===== config.mk =====
export PLATFORM = sky130hd
export DESIGN_NAME = first_substring_match_finder_top
export DESIGN_NICKNAME = d
export VERILOG_FILES = /design/src/sv/fsmf_pkg.sv /design/src/sv/fsmf_cell.sv /design/src/sv/first_substring_match_finder_top.sv
export VERILOG_INCLUDE_DIRS = /design/src /design/src/sv
export SDC_FILE = /design/constraint.sdc
export NUM_CORES = 1
export LEC_CHECK = 0
export BUFFER_PORTS_ARGS = -buffer_cell sky130_fd_sc_hd__buf_4
export CAP_MARGIN = 0
export CORE_MARGIN = 2
export CORE_UTILIZATION = 54
export DETAILED_ROUTE_END_ITERATION = 10
export HOLD_SLACK_MARGIN = 0.03
export PLACE_DENSITY = 0.85
export SYNTH_ARGS = -nofsm -noshare
export SYNTH_HDL_FRONTEND = slang
export SYNTH_HIERARCHICAL = 1
export SYNTH_SLANG_ARGS = --single-unit

===== constraint.sdc =====
create_clock -name clk -period 4.2 [get_ports clk]
set_clock_uncertainty 0.2 [all_clocks]
set_input_delay 0 -clock clk [delete_from_list [all_inputs] [get_ports clk]]
set_output_delay 0 -clock clk [all_outputs]
set_load 0.01 [all_outputs]

===== src/sv/first_substring_match_finder_top_defines.svh =====
// assertion helpers used by the asserting top-level file
`ifndef FIRST_SUBSTRING_MATCH_FINDER_TOP_DEFINES_SVH
`define FIRST_SUBSTRING_MATCH_FINDER_TOP_DEFINES_SVH

// same-cycle implication, checked out of reset
`define FSMF_ASSERT_NOW(label, ante, cons, msg) \
	label: assert property (@(posedge clk) disable iff (!arst_n) (ante) |-> (cons)) \
		else $error(msg);

// next-cycle implication, checked out of reset
`define FSMF_ASSERT_NEXT(label, ante, cons, msg) \
	label: assert property (@(posedge clk) disable iff (!arst_n) (ante) |=> (cons)) \
		else $error(msg);

`endif


===== src/sv/fsmf_pkg.sv =====
package fsmf_pkg;

	localparam int BYTE_W      = 8;
	localparam int CFG_DATA_W  = 64;
	localparam int CFG_IDX_W   = 2;
	localparam int LEN_REG_W   = 5;
	localparam int OUT_W       = 16;
	localparam int LOW_BYTES   = CFG_DATA_W / BYTE_W;

	localparam logic [CFG_IDX_W-1:0] REG_PATTERN_LOW  = 2'd0;
	localparam logic [CFG_IDX_W-1:0] REG_PATTERN_HIGH = 2'd1;
	localparam logic [CFG_IDX_W-1:0] REG_PATTERN_LEN  = 2'd2;

	localparam logic [LEN_REG_W-1:0] PATTERN_LEN_RESET = 5'd1;

	// per-cycle controls for the row of match cells
	typedef struct packed {
		logic advance;
		logic clear;
	} cell_ctrl_t;

endpackage


===== src/sv/fsmf_cell.sv =====
module fsmf_cell (
	input  logic                           clk,
	input  logic                           arst_n,
	input  fsmf_pkg::cell_ctrl_t           ctrl,
	input  logic [fsmf_pkg::BYTE_W-1:0]    text_byte,
	input  logic [fsmf_pkg::BYTE_W-1:0]    pattern_byte,
	input  logic                           prev_match,
	output logic                           match_d,
	output logic                           match_q
);

	// prefix ending here matches if the shorter prefix matched one byte ago
	assign match_d = prev_match && (text_byte == pattern_byte);

	always_ff @(posedge clk or negedge arst_n) begin
		if (!arst_n) begin
			match_q <= 1'b0;
		end else if (ctrl.advance) begin
			match_q <= ctrl.clear ? 1'b0 : match_d;
		end
	end

endmodule


===== src/sv/first_substring_match_finder_top.sv =====
// Streaming first-occurrence substring search.
// Input channel (in_valid/in_ready): one text byte per transaction, end_of_text
// on the last byte of a text. Output channel (out_valid/out_ready): one result
// transaction per text: found, before_length (bytes ahead of the first
// occurrence, or the text length) and text_length, both saturating at 65535.
// Config port: cfg_write with cfg_index 0/1 loads pattern bytes 0-7 / 8-15,
// index 2 loads the pattern length; write only while no text is in flight.
// Throughput: one byte per cycle unless stalled. Each of the MAX_PATTERN_BYTES
// cells in the row tracks one pattern prefix and updates once per accepted byte.
// Latency: the result is registered, out_valid rises the cycle after the last
// byte is accepted. State clears on that same edge, so the next text may start
// in the following cycle.
// Reset: pattern bytes zero, length one, no text in flight, no result held.
// Stall: while a result waits with out_ready low, in_ready is low and no byte
// is taken; in a cycle where out_ready is high, bytes keep flowing.
`include "first_substring_match_finder_top_defines.svh"

module first_substring_match_finder_top #(
	parameter int MAX_PATTERN_BYTES = 16,
	parameter int POSITION_BITS     = 16
) (
	input  logic                              clk,
	input  logic                              arst_n,
	input  logic                              in_valid,
	output logic                              in_ready,
	input  logic [fsmf_pkg::BYTE_W-1:0]       text_byte,
	input  logic                              end_of_text,
	output logic                              out_valid,
	input  logic                              out_ready,
	output logic                              found,
	output logic [fsmf_pkg::OUT_W-1:0]        before_length,
	output logic [fsmf_pkg::OUT_W-1:0]        text_length,
	input  logic                              cfg_write,
	input  logic [fsmf_pkg::CFG_IDX_W-1:0]    cfg_index,
	input  logic [fsmf_pkg::CFG_DATA_W-1:0]   cfg_data
);

	localparam int LEN_W = $clog2(MAX_PATTERN_BYTES + 1);
	localparam int IDX_W = (MAX_PATTERN_BYTES > 1) ? $clog2(MAX_PATTERN_BYTES) : 1;
	localparam int BW    = fsmf_pkg::BYTE_W;
	localparam int LB    = fsmf_pkg::LOW_BYTES;

	logic [fsmf_pkg::CFG_DATA_W-1:0] pat_lo_q;
	logic [fsmf_pkg::CFG_DATA_W-1:0] pat_hi_q;
	logic [fsmf_pkg::LEN_REG_W-1:0]  pat_len_q;

	logic [POSITION_BITS-1:0] pos_q;
	logic                     seen_q;
	logic [POSITION_BITS-1:0] off_q;

	logic                     out_valid_q;
	logic                     found_q;
	logic [fsmf_pkg::OUT_W-1:0] before_q;
	logic [fsmf_pkg::OUT_W-1:0] length_q;

	logic                     accept;
	fsmf_pkg::cell_ctrl_t     ctrl;

	logic [fsmf_pkg::LEN_REG_W-1:0] len_nz;
	logic [LEN_W-1:0]         used_len;
	logic [LEN_W-1:0]         len_m1;
	logic [IDX_W-1:0]         sel;

	logic [MAX_PATTERN_BYTES-1:0] cell_match_d;
	logic [MAX_PATTERN_BYTES-1:0] cell_match_q;

	logic [POSITION_BITS-1:0] pos_next;
	logic                     hit;
	logic                     seen_next;
	logic [POSITION_BITS-1:0] off_next;
	logic [POSITION_BITS-1:0] before_full;
	logic [fsmf_pkg::OUT_W-1:0] before_clip;
	logic [fsmf_pkg::OUT_W-1:0] length_clip;

	// configuration registers
	always_ff @(posedge clk or negedge arst_n) begin
		if (!arst_n) begin
			pat_lo_q  <= '0;
			pat_hi_q  <= '0;
			pat_len_q <= fsmf_pkg::PATTERN_LEN_RESET;
		end else if (cfg_write) begin
			unique case (cfg_index)
				fsmf_pkg::REG_PATTERN_LOW:  pat_lo_q  <= cfg_data;
				fsmf_pkg::REG_PATTERN_HIGH: pat_hi_q  <= cfg_data;
				fsmf_pkg::REG_PATTERN_LEN:  pat_len_q <= cfg_data[fsmf_pkg::LEN_REG_W-1:0];
				default: ;
			endcase
		end
	end

	// length zero acts as one, lengths above the cell count clamp to it
	always_comb begin
		len_nz = (pat_len_q == '0) ? fsmf_pkg::PATTERN_LEN_RESET : pat_len_q;
		if (int'(len_nz) > MAX_PATTERN_BYTES) begin
			used_len = LEN_W'(MAX_PATTERN_BYTES);
		end else begin
			used_len = LEN_W'(len_nz);
		end
		len_m1 = used_len - LEN_W'(1);
		sel    = IDX_W'(len_m1);
	end

	assign accept     = in_valid && in_ready;
	assign ctrl.advance = accept;
	assign ctrl.clear   = end_of_text;

	// row of prefix cells, cell k matches pattern bytes 0..k ending at the newest byte
	for (genvar k = 0; k < MAX_PATTERN_BYTES; k++) begin : g_cell
		logic [BW-1:0] pb;
		logic          prev;

		if (k < LB) begin : g_lo
			assign pb = pat_lo_q[BW*k +: BW];
		end else if (k < 2 * LB) begin : g_hi
			assign pb = pat_hi_q[BW*(k-LB) +: BW];
		end else begin : g_zero
			assign pb = '0;
		end

		if (k == 0) begin : g_head
			assign prev = 1'b1;
		end else begin : g_link
			assign prev = cell_match_q[k-1];
		end

		fsmf_cell u_cell (
			.clk          (clk),
			.arst_n       (arst_n),
			.ctrl         (ctrl),
			.text_byte    (text_byte),
			.pattern_byte (pb),
			.prev_match   (prev),
			.match_d      (cell_match_d[k]),
			.match_q      (cell_match_q[k])
		);
	end

	always_comb begin
		pos_next  = (&pos_q) ? pos_q : pos_q + POSITION_BITS'(1);
		hit       = !seen_q && (pos_next >= POSITION_BITS'(used_len)) && cell_match_d[sel];
		seen_next = seen_q || hit;
		off_next  = hit ? (pos_next - POSITION_BITS'(used_len)) : off_q;
		before_full = seen_next ? off_next : pos_next;
	end

	if (POSITION_BITS > fsmf_pkg::OUT_W) begin : g_clip
		localparam logic [fsmf_pkg::OUT_W-1:0] OUT_MAX = '1;
		assign before_clip = (before_full > POSITION_BITS'(OUT_MAX)) ? OUT_MAX
			: before_full[fsmf_pkg::OUT_W-1:0];
		assign length_clip = (pos_next > POSITION_BITS'(OUT_MAX)) ? OUT_MAX
			: pos_next[fsmf_pkg::OUT_W-1:0];
	end else begin : g_ext
		assign before_clip = fsmf_pkg::OUT_W'(before_full);
		assign length_clip = fsmf_pkg::OUT_W'(pos_next);
	end

	// per-text counters, cleared on the last byte
	always_ff @(posedge clk or negedge arst_n) begin
		if (!arst_n) begin
			pos_q  <= '0;
			seen_q <= 1'b0;
			off_q  <= '0;
		end else if (accept) begin
			if (end_of_text) begin
				pos_q  <= '0;
				seen_q <= 1'b0;
				off_q  <= '0;
			end else begin
				pos_q  <= pos_next;
				seen_q <= seen_next;
				off_q  <= off_next;
			end
		end
	end

	// result register
	assign in_ready = !out_valid_q || out_ready;

	always_ff @(posedge clk or negedge arst_n) begin
		if (!arst_n) begin
			out_valid_q <= 1'b0;
		end else if (accept && end_of_text) begin
			out_valid_q <= 1'b1;
		end else if (out_ready) begin
			out_valid_q <= 1'b0;
		end
	end

	always_ff @(posedge clk) begin
		if (accept && end_of_text) begin
			found_q  <= seen_next;
			before_q <= before_clip;
			length_q <= length_clip;
		end
	end

	assign out_valid     = out_valid_q;
	assign found         = found_q;
	assign before_length = before_q;
	assign text_length   = length_q;

	`FSMF_ASSERT_NEXT(a_last_gives_result, in_valid && in_ready && end_of_text, out_valid,
		"last byte accepted but no result presented")
	`FSMF_ASSERT_NEXT(a_last_clears_text, in_valid && in_ready && end_of_text,
		pos_q == '0 && !seen_q, "text state not cleared after last byte")
	`FSMF_ASSERT_NOW(a_offset_in_range, seen_q, off_q <= pos_q,
		"match offset beyond byte position")
	`FSMF_ASSERT_NOW(a_before_le_length, out_valid, before_length <= text_length,
		"before_length exceeds text_length")

endmodule

==> out/qor.txt <==
R2R depth - 15
CTS tree - built
Peak Freq - 0.248 GHz
CP required - 4.33 ns
Global route total overflow - 0
Worst-path clk slew - 0.06 ns
Die extent in y - 146 um
Flip-flop and latch area - 0.00555 mm^2
Rows - 52
Worst min-delay path class - in -> reg
Post-Syn Nets - 989
Largest net degree at the start of global routing - 124
Period utilization - 95.8%
Final core utilization - 70.5%
Instance area after placement - 0.0123 mm^2
Area of the multi-input gates - 0.00514 mm^2
Crit. Startpoint - pos_q[7]
Dpl ws - -0.0242 ns
Post-layout power - 5.88 mW
WHS Path Cells - 3
Final max-slew violation count - 0
Worst slew margin - 24.2%
CORE AREA - 0.0200 mm^2
Run status - finished, final reports clean
P&R area growth vs syn - 29.3%
WHS - 0.0628 ns
Final Instance Area - 0.0141 mm^2
Layout cells sized above 1 - 31.9%
Syn Inst Count - 901
Clock sink count - 215
Placer Congestion - 0.917
DP HPWL - 17,100 um
Via density - 5.67
CTS root buf - clkbuf_16
Initial Util - 54.5%
Reg-to-reg endpoint - before_length[8]
Syn avg cell area - 12.1 um^2
Commonest non-fill, non-tap cell in the layout - dfrtp_1
Vias in the first global route - 8,537
Routed WL - 28,300 um
Post-DRT Antenna Nets - 0
Max-cap violations - 0
Startpoint types - register
Shortest period the worst path allows - 4.02 ns
CP arrival - 4.16 ns
Number of top-level pins - 115
IO buf count - 114
Final WS setup - 0.175 ns
Critical Path End Type - register
Crit path to - before_length[8]
Syn Std Cell Area - 0.0109 mm^2
Slew @ Worst Pin - 1.13 ns
Total CTS buffers - 23
DRT Pass-1 Iters - 6
Worst Path Max Fanout - 7
Chip width - 146 um
Worst-Skew Late Latency - 0.52 ns
WL per Instance - 19.7 um
Leak - 5.91 nW
Drc violations - 0
Commonest cells after routing, fill and taps aside - 181 x dfrtp_1, 156 x buf_4, 135 x mux2_2
Warnings, synthesis - 6
Global Route Usage Sum - 26.3%
H-tree depth - 1
Final Setup Violations - 0
Vias post-DR - 8,155
Setup CP Type - reg -> reg
Global-route wire length before repair - 45,100 um
Initial antenna violation count - 2
Pwr Density - 416 mW/mm^2
Final hold violation count - 0
Initial DRC count - 612
Fill cell count - 1,318
Worst vdd ir - 0.425 mV
R2R setup slack - 0.18 ns
Fin nets - 1,237
Die area - 0.0214 mm^2
Max Buffers Root-to-Sink - 3
Worst reg2reg path startpoint - pos_q[7]
-- worst min-delay path by stage --
stage,start,endpoint,slack (ns)
2_1_floorplan,arst_n,g_cell[0].u_cell/match_q,-0.50
6_report,cfg_data[43],pat_hi_q[43],0.06
5_1_grt,cfg_data[15],pat_lo_q[15],0.06
3_5_place_dp,arst_n,out_valid,-0.17
3_3_place_gp,arst_n,out_valid,-0.17
4_1_cts,cfg_data[11],pat_hi_q[11],0.05
-- through the flow --
stage                     instances  setup TNS (ns)
after floorplan                 901               0
after global placement         1297               0
after detailed placement       1297         -0.0242
after CTS                      1433               0
after global routing           1438         -0.0868
final                          1438               0
-- worst max-delay path, stage by stage (launching register included) --
cell,delay [ns]
dfrtp_1,0.35
nand4_1,0.13
or3_4,0.45
nor2_4,0.19
nor2_1,0.09
xnor2_1,0.24
inv_1,0.10
ha_1,0.32
o21a_1,0.20
o31a_1,0.12
nor2_1,0.16
nand4b_1,0.21
o41a_1,0.51
buf_4,0.20
a21o_1,0.17
a31oi_1,0.20
-- flip-flops by register name, indices dropped and copies added (netlist names) --
register	flops
text_length	16
seen_q	1
pat_lo_q	64
out_valid	1
off_q	16
found	1
pos_q	16
pat_hi_q	64
pat_len_q	5
before_length	16
g_cell.u_cell/match_q	15
-- what timing repair did --
action	4_1_cts	5_1_grt
resized for setup	2	12
endpoints found under the hold margin	344	0
gates cloned	0	0
pin swaps	0	4
hold buffers	94	0
endpoints found under the setup margin	11	31
setup buffers	0	3
-- power breakdown --
group	switching (mW)	internal, mW	total [mW]
registers	0.196	2.39	2.58
logic	0.568	0.662	1.23
clock network	0.844	1.22	2.07
total	1.61	4.27	5.88
-- per-layer routing --
metal	track usage (%)	vias up	routed length (um)	share of wire [%]
met5	0	-	0	0
met4	8.50	0	823	2.9
met3	4.22	68	1490	5.3
met2	47.1	277	14600	52
met1	32.7	4080	11400	40
li1	-	3730	-	-
-- layout make-up --
type,instances,area share (%)
flip-flops and latches,215,39.2
multi-input cells,617,36.4
clock inverters,7,0.629
clock buffers,35,4.75
inverters,37,0.983
well taps,270,2.39
diodes,2,0.0354
repair buffers,255,15.6
(Power assumes the default switching activity.)
